==> src/design/tlbpt_pkg.sv <==
// ----------------------------------------------------------------------------
// TLB and page table translator: shared definitions
// Field widths of the request and result ports, the source codes that tell
// where a translation came from, and the region codes of the tag memory.
// ----------------------------------------------------------------------------
package tlbpt_pkg;

    // Fixed widths of the port fields.
    localparam int ADDR_W = 16;
    localparam int SRC_W  = 2;
    localparam int EVP_W  = 6;

    // Where a translation was found.
    localparam logic [SRC_W-1:0] SRC_TLB   = 2'd0;
    localparam logic [SRC_W-1:0] SRC_TABLE = 2'd1;
    localparam logic [SRC_W-1:0] SRC_FAULT = 2'd2;

    // The tag memory holds two tables side by side, picked by its top address bit.
    localparam logic REGION_SLOT  = 1'b0;
    localparam logic REGION_OWNER = 1'b1;

endpackage

==> src/design/tlbpt_ram.sv <==
// ----------------------------------------------------------------------------
// TLB and page table translator: generic RAM
// One write port and one read port, read data registered.
// ----------------------------------------------------------------------------
module tlbpt_ram #(
    parameter int WIDTH = 8,
    parameter int DEPTH = 64
) (
    input  logic                                     i_clk,
    input  logic                                     i_we,
    input  logic [((DEPTH > 1) ? $clog2(DEPTH) : 1)-1:0] i_waddr,
    input  logic [WIDTH-1:0]                         i_wdata,
    input  logic [((DEPTH > 1) ? $clog2(DEPTH) : 1)-1:0] i_raddr,
    output logic [WIDTH-1:0]                         o_rdata
);

    logic [WIDTH-1:0] r_mem [DEPTH];
    logic [WIDTH-1:0] r_rdata;

    // Write port.
    always_ff @(posedge i_clk) begin
        if (i_we) begin
            r_mem[i_waddr] <= i_wdata;
        end
    end

    // Registered read port.
    always_ff @(posedge i_clk) begin
        r_rdata <= r_mem[i_raddr];
    end

    assign o_rdata = r_rdata;

endmodule

==> src/design/tlb_page_table_translator.sv <==
// ----------------------------------------------------------------------------
// TLB and page table translator
// Splits a logical address into page and offset, looks the page up in a
// fully associative TLB and then in the page table, refills the TLB in FIFO
// order and hands out frames round-robin on a page fault, reporting the page
// that lost its frame.
//
//   channel  | direction | handshake            | payload
//   ---------+-----------+----------------------+---------------------------------
//   request  | in        | i_valid / o_ready    | i_logical_address
//   result   | out       | o_valid / i_ready    | o_physical_address, o_source,
//            |           |                      | o_evicted_valid, o_evicted_page
//
// A TLB hit or a page table hit goes through LOOK_A, LOOK_B and DONE. A page
// fault goes on to OWNER, to OLD_A if the frame had an owner, to OLD_B if
// that page had a TLB slot, and to INSERT unless that slot is retargeted,
// then to DONE, following the chain of dependent reads of the page memory
// and the tag memory (one read each per cycle). After reset a clearing pass
// zeroes both memories, one entry per cycle; no request is taken meanwhile.
// A result waiting on i_ready holds the block in its final step, but the next
// request is taken in the same cycle that the result register is loaded.
// ----------------------------------------------------------------------------
module tlb_page_table_translator
    import tlbpt_pkg::*;
#(
    parameter int TLB_ENTRIES = 64,
    parameter int PAGE_COUNT  = 64,
    parameter int FRAME_COUNT = 64,
    parameter int OFFSET_BITS = 10
) (
    input  logic              i_clk,
    input  logic              i_rst_n,
    input  logic              i_valid,
    output logic              o_ready,
    input  logic [ADDR_W-1:0] i_logical_address,
    output logic              o_valid,
    input  logic              i_ready,
    output logic [ADDR_W-1:0] o_physical_address,
    output logic [SRC_W-1:0]  o_source,
    output logic              o_evicted_valid,
    output logic [EVP_W-1:0]  o_evicted_page
);

    localparam int PB    = $clog2(PAGE_COUNT);
    localparam int FB    = $clog2(FRAME_COUNT);
    localparam int TB    = $clog2(TLB_ENTRIES);
    localparam int XB    = (TB > FB) ? TB : FB;
    localparam int BAW   = XB + 1;
    localparam int BD    = 2 ** BAW;
    localparam int OB    = OFFSET_BITS;
    localparam int RAW_W = (OB >= ADDR_W) ? 1 : ADDR_W - OB;
    localparam int CLR_DEPTH = (PAGE_COUNT > BD) ? PAGE_COUNT : BD;
    localparam int CLW   = $clog2(CLR_DEPTH);

    // Page memory entry: the mapping and where the page last went in the TLB.
    typedef struct packed {
        logic          map_valid;
        logic [FB-1:0] frame;
        logic          in_tlb;
        logic [TB-1:0] slot;
    } t_page_entry;

    // Tag memory entry: TLB slot contents or the owner of a frame.
    typedef struct packed {
        logic          valid;
        logic [PB-1:0] page;
    } t_tag_entry;

    typedef enum logic [8:0] {
        S_CLEAR  = 9'b0_0000_0001,
        S_IDLE   = 9'b0_0000_0010,
        S_LOOK_A = 9'b0_0000_0100,
        S_LOOK_B = 9'b0_0000_1000,
        S_OWNER  = 9'b0_0001_0000,
        S_OLD_A  = 9'b0_0010_0000,
        S_OLD_B  = 9'b0_0100_0000,
        S_INSERT = 9'b0_1000_0000,
        S_DONE   = 9'b1_0000_0000
    } t_state;

    // Page number modulo PAGE_COUNT by conditional subtraction of shifted
    // copies; at the default sizes every step folds away to a mask.
    function automatic logic [PB-1:0] f_page_of(input logic [RAW_W-1:0] raw);
        logic [31:0] rem;
        rem = 32'(raw);
        for (int k = RAW_W; k >= 0; k--) begin
            if (rem >= (32'(PAGE_COUNT) << k)) begin
                rem = rem - (32'(PAGE_COUNT) << k);
            end
        end
        return PB'(rem);
    endfunction

    // Control state.
    t_state          r_state, n_state;
    logic [CLW-1:0]  r_clr, n_clr;
    logic [TB-1:0]   r_fill, n_fill;
    logic [FB-1:0]   r_next_frame, n_next_frame;
    logic            r_o_valid, n_o_valid;

    // Payload of the request at work and of the result register.
    logic [PB-1:0]     r_page, n_page;
    logic [OB-1:0]     r_offset, n_offset;
    logic [FB-1:0]     r_frame, n_frame;
    logic [SRC_W-1:0]  r_source, n_source;
    logic              r_ev_valid, n_ev_valid;
    logic [PB-1:0]     r_ev_page, n_ev_page;
    t_page_entry       r_entry, n_entry;
    logic [ADDR_W-1:0] r_o_phys, n_o_phys;
    logic [SRC_W-1:0]  r_o_source, n_o_source;
    logic              r_o_ev_valid, n_o_ev_valid;
    logic [EVP_W-1:0]  r_o_ev_page, n_o_ev_page;

    // Memory ports.
    logic              a_we;
    logic [PB-1:0]     a_waddr, a_raddr;
    t_page_entry       a_wdata, a_rdata;
    logic              b_we;
    logic [BAW-1:0]    b_waddr, b_raddr;
    t_tag_entry        b_wdata, b_rdata;

    logic              out_free;
    logic              in_fire;
    logic [PB-1:0]     page_in;
    logic [TB-1:0]     fill_inc;
    logic [FB-1:0]     frame_inc;
    logic              tlb_hit;
    logic              old_in_tlb;

    tlbpt_ram #(
        .WIDTH ($bits(t_page_entry)),
        .DEPTH (PAGE_COUNT)
    ) u_page_ram (
        .i_clk   (i_clk),
        .i_we    (a_we),
        .i_waddr (a_waddr),
        .i_wdata (a_wdata),
        .i_raddr (a_raddr),
        .o_rdata (a_rdata)
    );

    tlbpt_ram #(
        .WIDTH ($bits(t_tag_entry)),
        .DEPTH (BD)
    ) u_tag_ram (
        .i_clk   (i_clk),
        .i_we    (b_we),
        .i_waddr (b_waddr),
        .i_wdata (b_wdata),
        .i_raddr (b_raddr),
        .o_rdata (b_rdata)
    );

    // Handshakes and small helpers.
    assign out_free  = !r_o_valid || i_ready;
    assign o_ready   = (r_state == S_IDLE) || ((r_state == S_DONE) && out_free);
    assign in_fire   = i_valid && o_ready;
    assign page_in   = f_page_of(RAW_W'(i_logical_address >> OB));
    assign fill_inc  = (r_fill == TB'(TLB_ENTRIES - 1)) ? '0 : r_fill + 1'b1;
    assign frame_inc = (r_next_frame == FB'(FRAME_COUNT - 1)) ? '0 : r_next_frame + 1'b1;
    // A TLB slot counts only while the tag memory still names the page.
    assign tlb_hit    = r_entry.in_tlb && b_rdata.valid && (b_rdata.page == r_page);
    assign old_in_tlb = b_rdata.valid && (b_rdata.page == r_ev_page);

    // Sequencer: reads, decisions and write-backs of both memories.
    always_comb begin
        n_state      = r_state;
        n_clr        = r_clr;
        n_fill       = r_fill;
        n_next_frame = r_next_frame;
        n_page       = r_page;
        n_offset     = r_offset;
        n_frame      = r_frame;
        n_source     = r_source;
        n_ev_valid   = r_ev_valid;
        n_ev_page    = r_ev_page;
        n_entry      = r_entry;
        n_o_valid    = r_o_valid && !i_ready;
        n_o_phys     = r_o_phys;
        n_o_source   = r_o_source;
        n_o_ev_valid = r_o_ev_valid;
        n_o_ev_page  = r_o_ev_page;
        a_we         = 1'b0;
        a_waddr      = r_page;
        a_wdata      = '0;
        a_raddr      = page_in;
        b_we         = 1'b0;
        b_waddr      = {REGION_SLOT, XB'(r_fill)};
        b_wdata      = '0;
        b_raddr      = {REGION_SLOT, XB'(r_entry.slot)};

        unique case (r_state)
            S_CLEAR: begin
                a_we    = ({1'b0, r_clr} < (CLW + 1)'(PAGE_COUNT));
                a_waddr = PB'(r_clr);
                b_we    = ({1'b0, r_clr} < (CLW + 1)'(BD));
                b_waddr = BAW'(r_clr);
                if (r_clr == CLW'(CLR_DEPTH - 1)) begin
                    n_state = S_IDLE;
                end else begin
                    n_clr = r_clr + 1'b1;
                end
            end

            S_IDLE, S_DONE: begin
                // Hand the finished result to the output register.
                if (r_state == S_DONE) begin
                    if (out_free) begin
                        n_o_valid    = 1'b1;
                        n_o_phys     = ADDR_W'({r_frame, r_offset});
                        n_o_source   = r_source;
                        n_o_ev_valid = r_ev_valid;
                        n_o_ev_page  = EVP_W'(r_ev_page);
                        n_state      = S_IDLE;
                    end
                end
                // Take the next request and start the page memory read.
                if (in_fire) begin
                    n_page     = page_in;
                    n_offset   = i_logical_address[OB-1:0];
                    n_ev_valid = 1'b0;
                    n_ev_page  = '0;
                    n_state    = S_LOOK_A;
                end
            end

            S_LOOK_A: begin
                // Page entry arrives; read the TLB slot it points at.
                n_entry = a_rdata;
                b_raddr = {REGION_SLOT, XB'(a_rdata.slot)};
                n_state = S_LOOK_B;
            end

            S_LOOK_B: begin
                if (tlb_hit) begin
                    n_frame  = r_entry.frame;
                    n_source = SRC_TLB;
                    n_state  = S_DONE;
                end else if (r_entry.map_valid) begin
                    // Table hit: FIFO refill of the TLB.
                    n_frame  = r_entry.frame;
                    n_source = SRC_TABLE;
                    b_we     = 1'b1;
                    b_waddr  = {REGION_SLOT, XB'(r_fill)};
                    b_wdata  = '{valid: 1'b1, page: r_page};
                    a_we     = 1'b1;
                    a_waddr  = r_page;
                    a_wdata  = '{map_valid: 1'b1, frame: r_entry.frame,
                                 in_tlb: 1'b1, slot: r_fill};
                    n_fill   = fill_inc;
                    n_state  = S_DONE;
                end else begin
                    // Page fault: look up who holds the next frame.
                    n_frame  = r_next_frame;
                    n_source = SRC_FAULT;
                    b_raddr  = {REGION_OWNER, XB'(r_next_frame)};
                    n_state  = S_OWNER;
                end
            end

            S_OWNER: begin
                // The frame now belongs to the faulting page.
                b_we         = 1'b1;
                b_waddr      = {REGION_OWNER, XB'(r_frame)};
                b_wdata      = '{valid: 1'b1, page: r_page};
                n_next_frame = frame_inc;
                if (b_rdata.valid) begin
                    n_ev_valid = 1'b1;
                    n_ev_page  = b_rdata.page;
                    a_raddr    = b_rdata.page;
                    n_state    = S_OLD_A;
                end else begin
                    n_state = S_INSERT;
                end
            end

            S_OLD_A: begin
                // Drop the old page's mapping and check its TLB slot.
                a_we    = 1'b1;
                a_waddr = r_ev_page;
                a_wdata = '0;
                n_entry = a_rdata;
                b_raddr = {REGION_SLOT, XB'(a_rdata.slot)};
                n_state = a_rdata.in_tlb ? S_OLD_B : S_INSERT;
            end

            S_OLD_B: begin
                if (old_in_tlb) begin
                    // Retarget the old page's TLB slot to the new page.
                    b_we    = 1'b1;
                    b_waddr = {REGION_SLOT, XB'(r_entry.slot)};
                    b_wdata = '{valid: 1'b1, page: r_page};
                    a_we    = 1'b1;
                    a_waddr = r_page;
                    a_wdata = '{map_valid: 1'b1, frame: r_frame,
                                in_tlb: 1'b1, slot: r_entry.slot};
                    n_state = S_DONE;
                end else begin
                    n_state = S_INSERT;
                end
            end

            S_INSERT: begin
                // Fault mapping goes into the TLB at the fill pointer.
                b_we    = 1'b1;
                b_waddr = {REGION_SLOT, XB'(r_fill)};
                b_wdata = '{valid: 1'b1, page: r_page};
                a_we    = 1'b1;
                a_waddr = r_page;
                a_wdata = '{map_valid: 1'b1, frame: r_frame, in_tlb: 1'b1, slot: r_fill};
                n_fill  = fill_inc;
                n_state = S_DONE;
            end

            default: begin
                n_state = S_CLEAR;
            end
        endcase
    end

    // Control registers.
    always_ff @(posedge i_clk) begin
        if (!i_rst_n) begin
            r_state      <= S_CLEAR;
            r_clr        <= '0;
            r_fill       <= '0;
            r_next_frame <= '0;
            r_o_valid    <= 1'b0;
        end else begin
            r_state      <= n_state;
            r_clr        <= n_clr;
            r_fill       <= n_fill;
            r_next_frame <= n_next_frame;
            r_o_valid    <= n_o_valid;
        end
    end

    // Payload registers.
    always_ff @(posedge i_clk) begin
        r_page       <= n_page;
        r_offset     <= n_offset;
        r_frame      <= n_frame;
        r_source     <= n_source;
        r_ev_valid   <= n_ev_valid;
        r_ev_page    <= n_ev_page;
        r_entry      <= n_entry;
        r_o_phys     <= n_o_phys;
        r_o_source   <= n_o_source;
        r_o_ev_valid <= n_o_ev_valid;
        r_o_ev_page  <= n_o_ev_page;
    end

    assign o_valid            = r_o_valid;
    assign o_physical_address = r_o_phys;
    assign o_source           = r_o_source;
    assign o_evicted_valid    = r_o_ev_valid;
    assign o_evicted_page     = r_o_ev_page;

endmodule

==> config.mk <==
export PLATFORM = sky130hd
export DESIGN_NAME = tlb_page_table_translator
export DESIGN_NICKNAME = d
export VERILOG_FILES = /design/src/design/tlbpt_pkg.sv /design/src/design/tlbpt_ram.sv /design/src/design/tlb_page_table_translator.sv
export SDC_FILE = /design/constraint.sdc
export NUM_CORES = 2
export LEC_CHECK = 0
export ABC_CLOCK_PERIOD_IN_PS = 7800
export BUFFER_PORTS_ARGS = -buffer_cell sky130_fd_sc_hd__buf_2
export CAP_MARGIN = 15
export CORE_MARGIN = 2
export CORE_UTILIZATION = 50
export DETAILED_ROUTE_END_ITERATION = 7
export PLACE_DENSITY_LB_ADDON = 0.15
export SYNTH_ARGS = -nofsm -noshare
export SYNTH_HDL_FRONTEND = slang
export SYNTH_SLANG_ARGS = --single-unit
==> constraint.sdc <==
create_clock -name i_clk -period 7.8 [get_ports i_clk]
set_input_delay 1.56 -clock i_clk [delete_from_list [all_inputs] [get_ports i_clk]]
set_output_delay 1.56 -clock i_clk [all_outputs]
set_load 0.005 [all_outputs]
==> results.json <==
{
  "multiInputGateArea_sq_mm": 0.0173,
  "initial_utilization_pct": 50.4,
  "postRouteAntennaNets": 0,
  "cp_max_fo": 30,
  "cts_inserted_buffers": 186,
  "cpPeakStageDelay_ps": 920,
  "yosysTopAreaCellShare_pct": 73.5,
  "ir_worst_vdd_mv": 0.231,
  "fill_cells": 11309,
  "max_freq_mhz": 165,
  "async_reset_ff_share_pct": 0,
  "setup_viol": 0,
  "r2r_end": "u_tag_ram.o_rdata[5]",
  "r2r-start": "r_state[2]",
  "die-area_sq_mm": 0.150,
  "dp_cells": 6377,
  "vias_per_cell": 6.15,
  "hold_class": "reg2reg",
  "vias": 41400,
  "slew_violations": 0,
  "powerDensity_mw_per_mm2": 264,
  "synth_area_leaders": "edfxtp_1, mux4_2, nand2_1",
  "arrival_ps": 6730,
  "clock_latency_ps": 820,
  "endpoint_kind": "flip-flop",
  "nNetsFinal": 4675,
  "yosysMostFrequentCell": "edfxtp_1",
  "finalSetupTns_ps": 0,
  "fin_cells": 6734,
  "postCtsHoldBufs": 0,
  "cts_resized": 0,
  "ys_ff_latch": 1846,
  "synth_top_area_cell": "edfxtp_1",
  "seqCellArea_sq_mm": 0.0549,
  "ys_warn_count": 0,
  "first_pass_iters": 5,
  "grt_usage_pct": 25.2,
  "grt_antenna_before_repair": 5,
  "skew_ps": 34.9,
  "h-tree-depth": 4,
  "die_w_microns": 387,
  "dpl_cell_area_sq_mm": 0.0760,
  "dp_hpwl_microns": 111000,
  "grt_first_pass_wirelength_microns": 277000,
  "syn-cell-area_sq_mm": 0.0734,
  "routed_wl_microns": 191000,
  "post-route-util_pct": 56.3,
  "synthFlopType": "edfxtp_1",
  "fp.dieH_microns": 387,
  "synth_edf_count": 1797,
  "cp-start-kind": "flip-flop",
  "grt_pass1_vias": 39745,
  "port_buffers": 46,
  "maxSlewHeadroom_pct": 22.4,
  "seq_area_frac_synth_pct": 74.8,
  "clockBufferDepth": 3,
  "synth_nets": 4585,
  "hold_path_startpoint": "r_offset[7]",
  "cts_root_buffer": "clkbuf_16",
  "synth.avg_cell_area_sq_um": 16.1,
  "finalCritPeriodShare_pct": 77.7,
  "postSynthCellCount": 4562,
  "hold_path_depth": 0,
  "finalPower_w": 0.0217,
  "clk_pin_slew_ps": 60,
  "grt_max_degree": 143,
  "gp_congestion": 0.893,
  "synthDistinctLibCells": 81,
  "post_cts_buffers": 0,
  "tightest_slew_ps": 1160,
  "ios": 47,
  "route.detailed.drc": 0,
  "cp.required_ps": 8470,
  "cts_tree": "built",
  "period_minus_slack_ps": 6060,
  "gr-total-overflow": 0,
  "initialDrtViolationCount": 4962,
  "r2r_slack_ps": 1740,
  "worstSetupStartpoint": "r_state[2]",
  "min_to": "o_physical_address[7]",
  "crit_slowest_cell": "a221o_2",
  "synthToLayoutAreaGrowth_pct": 11.8,
  "drive_gt1_share_pct": 15.5,
  "synthTopCellsByCount": "edfxtp_1, nand2_1, nand3_1, nor2_1, mux4_2",
  "p_leak_nw": 25.1,
  "rsz0062_at_grt": "false",
  "outcome": "completed",
  "finalHoldViolations": 0,
  "coreArea_sq_mm": 0.146,
  "wire_per_inst_microns": 28.3,
  "cap_violations": 0,
  "reg2reg_depth": 11,
  "rows": 140,
  "cts_sinks": 1846,
  "criticalPathCategory": "reg2reg",
  "cp_cell_sequence": "nor3_1 -> and4_1 -> or2_1 -> a221o_2 -> buf_4 -> nand3_1 -> o221ai_1 -> a31oi_1 -> o21ai_0 -> nand4_1 -> nor4_2",
  "stdcell_area_sq_mm": 0.0821
}
==> state kept, by name, summed over array words and instances (netlist names) <==
| signal | count |
|---|---|
| u_tag_ram.r_mem | 896 |
| u_page_ram.r_mem | 832 |
| o_physical_address | 16 |
| r_entry | 13 |
| u_page_ram.o_rdata | 13 |
| r_offset | 10 |
| r_state | 9 |
| r_clr | 7 |
| u_tag_ram.o_rdata | 7 |
| o_evicted_page | 6 |
| r_ev_page | 6 |
| r_fill | 6 |
| r_frame | 6 |
| r_next_frame | 6 |
| r_page | 6 |
| o_source | 2 |
| r_source | 2 |
| o_evicted_valid | 1 |
| o_valid | 1 |
| r_ev_valid | 1 |
==> worst max-delay path by stage <==
stage                            end  slack, ps  cells past startpoint
2_1_floorplan  u_tag_ram.r_mem[0][4]        790                      9
3_3_place_gp    u_tag_ram.o_rdata[5]       2000                     11
3_5_place_dp    u_tag_ram.o_rdata[5]       1930                     11
4_1_cts         u_tag_ram.o_rdata[5]       1890                     11
5_1_grt         u_tag_ram.o_rdata[5]       1630                     11
6_report        u_tag_ram.o_rdata[5]       1740                     11
==> metal layers <==
metal | routed length [microns] | GRT usage [%] | vias up
met1 | 82000 | 37.6 | 21359
li1 | - | - | 17971
met3 | 16500 | 5.33 | 318
met4 | 6410 | 9.08 | 4
met5 | 26 | 0 | -
met2 | 85700 | 36.7 | 1748
==> stage by stage <==
stage | hold WS (ps) | setup slack (ps)
global route | 432 | 1630
finish | 421 | 1740
global placement | 401 | 2000
CTS | 419 | 1890
detailed placement | 405 | 1930
floorplan | 386 | 789
==> critical path, delay by kind of cell, from the launching register on <==
family	cells	cell delay [ps]
buffers and inverters	1	540
AND/OR/NAND/NOR	6	3280
flip-flops	1	380
AO/OA/AOI/OAI	4	1670
==> cell families (layout without fill, tap and decap cells) <==
family | after synthesis | count (layout) | synth area share, %
multiplexers | 376 | 376 | 8.63
flip-flops | 1846 | 1846 | 74.8
other | 0 | 5 | 0
buffers and inverters | 282 | 532 | 1.99
AO/OA/AOI/OAI | 554 | 554 | 5.22
adder cells (fa/ha/maj) | 3 | 3 | 0.0511
XOR/XNOR | 27 | 27 | 0.322
AND/OR/NAND/NOR | 1474 | 1474 | 8.96
==> area by class of cell <==
class	instances	area share, %
antenna	5	0.0152
clock buffer	244	6.10
clock inverter	104	1.24
inverter	8	0.0396
multi-input combinational	2434	21.1
sequential	1846	67.0
tap	1917	2.92
timing repair buffer	176	1.67
==> power by group <==
group / switching, W / internal [W] / leakage (nW)
Clock: 0.00377 / 0.00507 / 2.95
Sequential: 0.000104 / 0.0112 / 15.0
Combinational: 0.00121 / 0.000389 / 7.15
==> placed cells by master, fill, tap and decap left out, types with 17 or more instances in the layout <==
cell / n
mux4_2: 204
nand4_1: 40
and2_1: 29
dfxtp_1: 49
a21oi_1: 160
nor2_2: 26
o21ai_0: 37
and3_1: 24
nand2_1: 710
a31oi_1: 52
a211oi_1: 68
nand3_1: 277
nor2b_1: 56
clkinv_1: 32
a311oi_1: 17
clkinv_2: 39
buf_4: 114
buf_2: 48
a22oi_1: 45
a221oi_1: 39
nor2_1: 223
edfxtp_1: 1797
clkbuf_16: 189
clkbuf_1: 48
nor3_1: 21
mux2i_1: 152
Power figures use the tool's default switching activity.
